[src/lobm_pkg.sv]
// shared types, codes and constants of the limit order book matcher
package lobm_pkg;

  localparam int ORDER_SLOTS_DEF = 32;

  localparam logic KIND_ADD    = 1'b0;
  localparam logic KIND_CANCEL = 1'b1;

  localparam logic SIDE_BUY  = 1'b0;
  localparam logic SIDE_SELL = 1'b1;

  localparam logic [1:0] OT_LIMIT  = 2'd0;
  localparam logic [1:0] OT_MARKET = 2'd1;
  localparam logic [1:0] OT_IOC    = 2'd2;
  localparam logic [1:0] OT_FOK    = 2'd3;

  localparam logic [2:0] ST_NEW       = 3'd0;
  localparam logic [2:0] ST_PARTIAL   = 3'd1;
  localparam logic [2:0] ST_FILLED    = 3'd2;
  localparam logic [2:0] ST_CANCELLED = 3'd3;
  localparam logic [2:0] ST_REJECTED  = 3'd4;

  localparam logic RK_TRADE = 1'b0;
  localparam logic RK_FINAL = 1'b1;

  typedef enum logic [3:0] {
    DP_NOP,
    DP_LOAD,
    DP_SCAN_ID,
    DP_SCAN_FOK,
    DP_SCAN_BEST,
    DP_FILL,
    DP_CANCEL,
    DP_REST,
    DP_TOB_PRICE,
    DP_TOB_SUM,
    DP_FINAL
  } dp_op_e;

  typedef struct packed {
    dp_op_e     op;
    logic       first;
    logic [2:0] status;
    logic       book_changed;
  } cmd_t;

  typedef struct packed {
    logic       is_cancel;
    logic       qty_zero;
    logic [1:0] order_type;
    logic       hit;
    logic       any_free;
    logic       fok_short;
    logic       best_found;
    logic       left_zero;
    logic       filled_nz;
  } stat_t;

endpackage

[src/lobm_ctrl.sv]
// sequencer for id, fill-or-kill, best-price and top-of-book scans
module lobm_ctrl #(
  parameter int ORDER_SLOTS = lobm_pkg::ORDER_SLOTS_DEF,
  localparam int IDX_W = $clog2(ORDER_SLOTS)
) (
  input  logic             clk_i,
  input  logic             rst_ni,
  input  logic             in_valid_i,
  output logic             in_ready_o,
  output logic             out_valid_o,
  input  logic             out_ready_i,
  output lobm_pkg::cmd_t   cmd_o,
  output logic [IDX_W-1:0] scan_idx_o,
  input  lobm_pkg::stat_t  stat_i
);

  localparam logic [3:0] S_IDLE   = 4'd0;
  localparam logic [3:0] S_START  = 4'd1;
  localparam logic [3:0] S_IDSCAN = 4'd2;
  localparam logic [3:0] S_IDDONE = 4'd3;
  localparam logic [3:0] S_FOK    = 4'd4;
  localparam logic [3:0] S_FOKEND = 4'd5;
  localparam logic [3:0] S_BEST   = 4'd6;
  localparam logic [3:0] S_BESTEND= 4'd7;
  localparam logic [3:0] S_TOUT   = 4'd8;
  localparam logic [3:0] S_AFTER  = 4'd9;
  localparam logic [3:0] S_TOB1   = 4'd10;
  localparam logic [3:0] S_TOB2   = 4'd11;
  localparam logic [3:0] S_FIN    = 4'd12;
  localparam logic [3:0] S_FOUT   = 4'd13;

  localparam logic [IDX_W-1:0] LAST_IDX = IDX_W'(ORDER_SLOTS - 1);

  logic [3:0]       state_q, state_d;
  logic [IDX_W-1:0] cnt_q, cnt_d;
  logic [2:0]       st_q, st_d;
  logic             bc_q, bc_d;
  logic             last_w;

  assign scan_idx_o  = cnt_q;
  assign last_w      = (cnt_q == LAST_IDX);
  assign in_ready_o  = (state_q == S_IDLE);
  assign out_valid_o = (state_q == S_TOUT) || (state_q == S_FOUT);

  always_comb begin
    state_d = state_q;
    cnt_d   = cnt_q;
    st_d    = st_q;
    bc_d    = bc_q;
    cmd_o.op           = lobm_pkg::DP_NOP;
    cmd_o.first        = (cnt_q == '0);
    cmd_o.status       = st_q;
    cmd_o.book_changed = bc_q;
    unique case (state_q)
      S_IDLE: begin
        if (in_valid_i) begin
          cmd_o.op = lobm_pkg::DP_LOAD;
          state_d  = S_START;
        end
      end
      S_START: begin
        cnt_d = '0;
        if (!stat_i.is_cancel && stat_i.qty_zero) begin
          st_d = lobm_pkg::ST_REJECTED;
          bc_d = 1'b0;
          state_d = S_TOB1;
        end else begin
          state_d = S_IDSCAN;
        end
      end
      S_IDSCAN: begin
        cmd_o.op = lobm_pkg::DP_SCAN_ID;
        cnt_d = last_w ? '0 : cnt_q + 1'b1;
        if (last_w) state_d = S_IDDONE;
      end
      S_IDDONE: begin
        bc_d = 1'b0;
        if (stat_i.is_cancel) begin
          if (stat_i.hit) begin
            cmd_o.op = lobm_pkg::DP_CANCEL;
            st_d = lobm_pkg::ST_CANCELLED;
            bc_d = 1'b1;
          end else begin
            st_d = lobm_pkg::ST_REJECTED;
          end
          state_d = S_TOB1;
        end else if (stat_i.hit ||
                     (stat_i.order_type == lobm_pkg::OT_LIMIT && !stat_i.any_free)) begin
          st_d = lobm_pkg::ST_REJECTED;
          state_d = S_TOB1;
        end else if (stat_i.order_type == lobm_pkg::OT_FOK) begin
          state_d = S_FOK;
        end else begin
          state_d = S_BEST;
        end
      end
      S_FOK: begin
        cmd_o.op = lobm_pkg::DP_SCAN_FOK;
        cnt_d = last_w ? '0 : cnt_q + 1'b1;
        if (last_w) state_d = S_FOKEND;
      end
      S_FOKEND: begin
        if (stat_i.fok_short) begin
          st_d = lobm_pkg::ST_CANCELLED;
          state_d = S_TOB1;
        end else begin
          state_d = S_BEST;
        end
      end
      S_BEST: begin
        cmd_o.op = lobm_pkg::DP_SCAN_BEST;
        cnt_d = last_w ? '0 : cnt_q + 1'b1;
        if (last_w) state_d = S_BESTEND;
      end
      S_BESTEND: begin
        if (stat_i.best_found) begin
          cmd_o.op = lobm_pkg::DP_FILL;
          state_d  = S_TOUT;
        end else begin
          state_d = S_AFTER;
        end
      end
      S_TOUT: begin
        if (out_ready_i) begin
          if (stat_i.left_zero) begin
            st_d = lobm_pkg::ST_FILLED;
            state_d = S_TOB1;
          end else begin
            state_d = S_BEST;
          end
        end
      end
      S_AFTER: begin
        // remainder of a limit order rests if a slot is free, anything else is cancelled
        if (stat_i.order_type != lobm_pkg::OT_LIMIT || !stat_i.any_free) begin
          st_d = lobm_pkg::ST_CANCELLED;
        end else begin
          cmd_o.op = lobm_pkg::DP_REST;
          st_d = stat_i.filled_nz ? lobm_pkg::ST_PARTIAL : lobm_pkg::ST_NEW;
          bc_d = 1'b1;
        end
        state_d = S_TOB1;
      end
      S_TOB1: begin
        cmd_o.op = lobm_pkg::DP_TOB_PRICE;
        cnt_d = last_w ? '0 : cnt_q + 1'b1;
        if (last_w) state_d = S_TOB2;
      end
      S_TOB2: begin
        cmd_o.op = lobm_pkg::DP_TOB_SUM;
        cnt_d = last_w ? '0 : cnt_q + 1'b1;
        if (last_w) state_d = S_FIN;
      end
      S_FIN: begin
        cmd_o.op = lobm_pkg::DP_FINAL;
        state_d  = S_FOUT;
      end
      S_FOUT: begin
        if (out_ready_i) state_d = S_IDLE;
      end
      default: state_d = S_IDLE;
    endcase
  end

  always_ff @(posedge clk_i or negedge rst_ni) begin
    if (!rst_ni) begin
      state_q <= S_IDLE;
      cnt_q   <= '0;
      st_q    <= lobm_pkg::ST_NEW;
      bc_q    <= 1'b0;
    end else begin
      state_q <= state_d;
      cnt_q   <= cnt_d;
      st_q    <= st_d;
      bc_q    <= bc_d;
    end
  end

endmodule

[config.mk]
export PLATFORM = sky130hd
export DESIGN_NAME = lobm_ctrl
export DESIGN_NICKNAME = d
export VERILOG_FILES = /design/src/lobm_pkg.sv /design/src/lobm_ctrl.sv
export SDC_FILE = /design/constraint.sdc
export NUM_CORES = 1
export LEC_CHECK = 0
export BUFFER_PORTS_ARGS = -buffer_cell sky130_fd_sc_hd__buf_2
export CAP_MARGIN = 20
export CORE_MARGIN = 2
export CORE_UTILIZATION = 45
export CTS_CLUSTER_SIZE = 16
export DETAILED_ROUTE_END_ITERATION = 6
export MAX_ROUTING_LAYER = met4
export PLACE_DENSITY = 0.76
export SLEW_MARGIN = 20
export SYNTH_ARGS = -nofsm -noshare
export SYNTH_HDL_FRONTEND = slang
export SYNTH_SLANG_ARGS = --single-unit
[constraint.sdc]
create_clock -name clk_i -period 2.4 [get_ports clk_i]
set_input_delay 0.24 -clock clk_i [delete_from_list [all_inputs] [get_ports clk_i]]
set_output_delay 0.24 -clock clk_i [all_outputs]
set_load 0.01 [all_outputs]
==> out/results.txt <==
P_leak: 0.662 nW
Setup CP Type: register to output pin
Final period util: 0.912
CP Capture Type: output pin
WHS: 0.322 ns
Hold depth: 4
Root Driver: clkbuf_4
Via count: 1269
Max incr delay on CP: 0.60 ns
Final hold vios: 0
Unrepaired setup endpoints after global routing: false
Total gr overflow: 0
Worst-path clk slew: 0.09 ns
First-pass GRT wire length: 5420 µm
Setup TNS: 0 ns
Avg Inst Size Synth: 7.64 µm²
Slew Limit Fails: 0
NumNets Final: 201
Top Family by Delay on Critical Path: simple AND/OR/NAND/NOR gates
Crit-path cells: or2_0 > nor3_2 > a211o_1 > buf_2
Die height: 55.5 µm
Placeable Area: 2500 µm²
Predominant post-synthesis flop cell: dfrtp_1
Row Count: 18
Initial DRT Pass Iterations: 4
Inserted Diodes: 0
Peak VDD IR: 0.000999 V
Crit path depth: 4
Die Wd: 55.5 µm
Arrival time of the worst setup path: 1.95 ns
Fraction of registers with async set/reset: 1.00
H-tree Lvls: 1
Worst Tran Pin Value: 0.607 ns
CP Launch Type: register
Max-Slew Margin vs Limit: 0.595
CTS tree: done
Layout area overhead: 17.2%
Overall global routing resource usage: 0.218
Minimum clock period: 2.19 ns
Num CTS Buffers: 3
CTS Sinks: 13
Worst hold path type: primary input to register
Initial DRC count: 46
Starting Density: 0.477
Synthesized area: 1190 µm²
GPL Wtd Cong: 0.880
Die area: 3080 µm²
Max stage delay cell, worst path: dfrtp_1
Ys Warns: 0
Power Dens Cells: 1470 nW/µm²
Clock skew: 0.00778 ns
Cells after synthesis: 156
Fill cell count: 245
Vias per cell: 5.96
CTS max path bufs: 2
Worst r2r path cells: 5
Number of synthesized flops with an enable pin: 0
#FFs+latches synth: 13
Post-route ant nets: 0
Final WL: 3110 µm
DRC: 0
Max Cap Viol: 0
HPWL after detailed placement: 2350 µm
I/O pin count: 30
Layout cell share with drive strength beyond 1: 0.246
Synth unique cells: 40
Port bufs: 29
CP required: 2.16 ns
Sequential cell area fraction in the yosys report: 0.273
Syn Nets: 173
CP bufs+invs: 1
Initial antenna violation count: 0
Final setup violation count: 0
Status: completed
Vias in the first global route: 1148
DR WL/cell: 14.6 µm
Fmax achieved: 0.457 GHz
Largest net degree at the start of global routing: 21
CP Max Fanout: 16
Later-pin clock latency in the skew report: 0.28 ns
==> synthesized netlist by cell type (all sizes together) (4+ instances only) <==
master   n  area, µm²
o21ai   13       65.1
nand3    6       30.0
xnor2    4       35.0
nor2    15       56.3
inv      6       22.5
nor3     7       40.0
nand2b   6       37.5
nor2b    7       51.3
buf     10       48.8
dfrtp   13        325
nand2   16       60.1
a21oi   15       75.1
==> tightest hold or removal path, delay by kind of cell <==
kind	cells	cell delay (ns)
buffers and inverters	1	0.08
muxes	1	0.13
and+or+nand+nor	2	0.12
==> through the flow <==
stage | instance area (µm²) | power, mW | utilization | std cells | worst slack [ns]
floorplan | 1190 | 1.54 | - | 156 | 0.277
global placement | 1360 | 1.85 | 0.543 | 208 | 0.386
detailed placement | 1360 | 1.89 | 0.543 | 208 | 0.325
CTS | 1390 | 2.04 | 0.557 | 213 | 0.0901
global route | 1400 | 2.26 | 0.559 | 213 | 0.0289
finish | 1400 | 2.05 | 0.559 | 213 | 0.211
==> kinds of logic after synthesis <==
family / after synthesis / synth area share
flops: 13 / 0.273
buf+inv: 18 / 0.0661
fa+ha+maj: 3 / 0.0315
mux: 4 / 0.0367
xor+xnor: 4 / 0.0294
simple gates: 65 / 0.292
compound gates: 49 / 0.272
==> path summary, 6_finish.rpt <==
check / from / endpoint / slack [ns]
max in group asynchronous: rst_ni / st_q[1] / 1.79
min in group asynchronous: rst_ni / state_q[0] / 0.37
hold reg to reg: st_q[2] / st_q[2] / 0.51
hold / removal: stat_i[0] / st_q[0] / 0.32
setup reg to reg: state_q[2] / st_q[0] / 0.24
setup / recovery: state_q[2] / cmd_o[6] / 0.21
==> where the power goes <==
part           total [mW]  switching, mW  internal [mW]
clock               0.139         0.0743         0.0645
combinational        1.38          0.735          0.641
sequential          0.536          0.215          0.321
==> cell usage in the layout (no fill, tap or decap), types with 2 or more instances in the layout <==
master / netlist / final
buf_2: 6 / 29
nand2_1: 16 / 16
nor2_1: 15 / 15
a21oi_1: 15 / 15
o21ai_0: 13 / 13
dfrtp_1: 13 / 13
inv_1: 6 / 6
nand2b_1: 6 / 6
nor2b_1: 6 / 6
nand3_1: 6 / 6
nor3_1: 6 / 5
buf_4: 1 / 5
xnor2_1: 4 / 4
a211o_1: 3 / 3
a22o_1: 3 / 3
mux2_2: 3 / 3
ha_1: 3 / 3
clkbuf_4: 0 / 3
nor3b_1: 2 / 2
nor3_2: 1 / 2
o31ai_1: 2 / 2
o32ai_1: 2 / 2
a31oi_1: 2 / 2
o41ai_1: 2 / 2
==> metal layers <==
metal,global-route usage,vias to the layer above,routed length (µm)
met4,0.0488,0,33
met5,-,-,0
met1,0.284,607,1340
met2,0.345,44,1550
met3,0.0492,4,186
li1,-,614,-
==> layout make-up <==
class,instances,area [µm²],area share
multi-input combinational,125,793,0.568
tap,30,37.5,0.0269
inverter,6,22.5,0.0161
clock buffer,4,26.3,0.0188
timing repair buffer,35,193,0.138
sequential,13,325,0.233
==> repair_timing <==
action                                  in CTS  in global routing
setup buffers                                0                  0
endpoints found under the setup margin       0                  2
hold buffers                                 1                  0
resized for setup                            0                  1
endpoints found under the hold margin       13                  0
==> sequential cells by signal, indices dropped and copies added, names as in the netlist <==
name,cells
scan_idx_o,5
st_q,3
bc_q,1
state_q,4
Power figures use the tool's default switching activity.
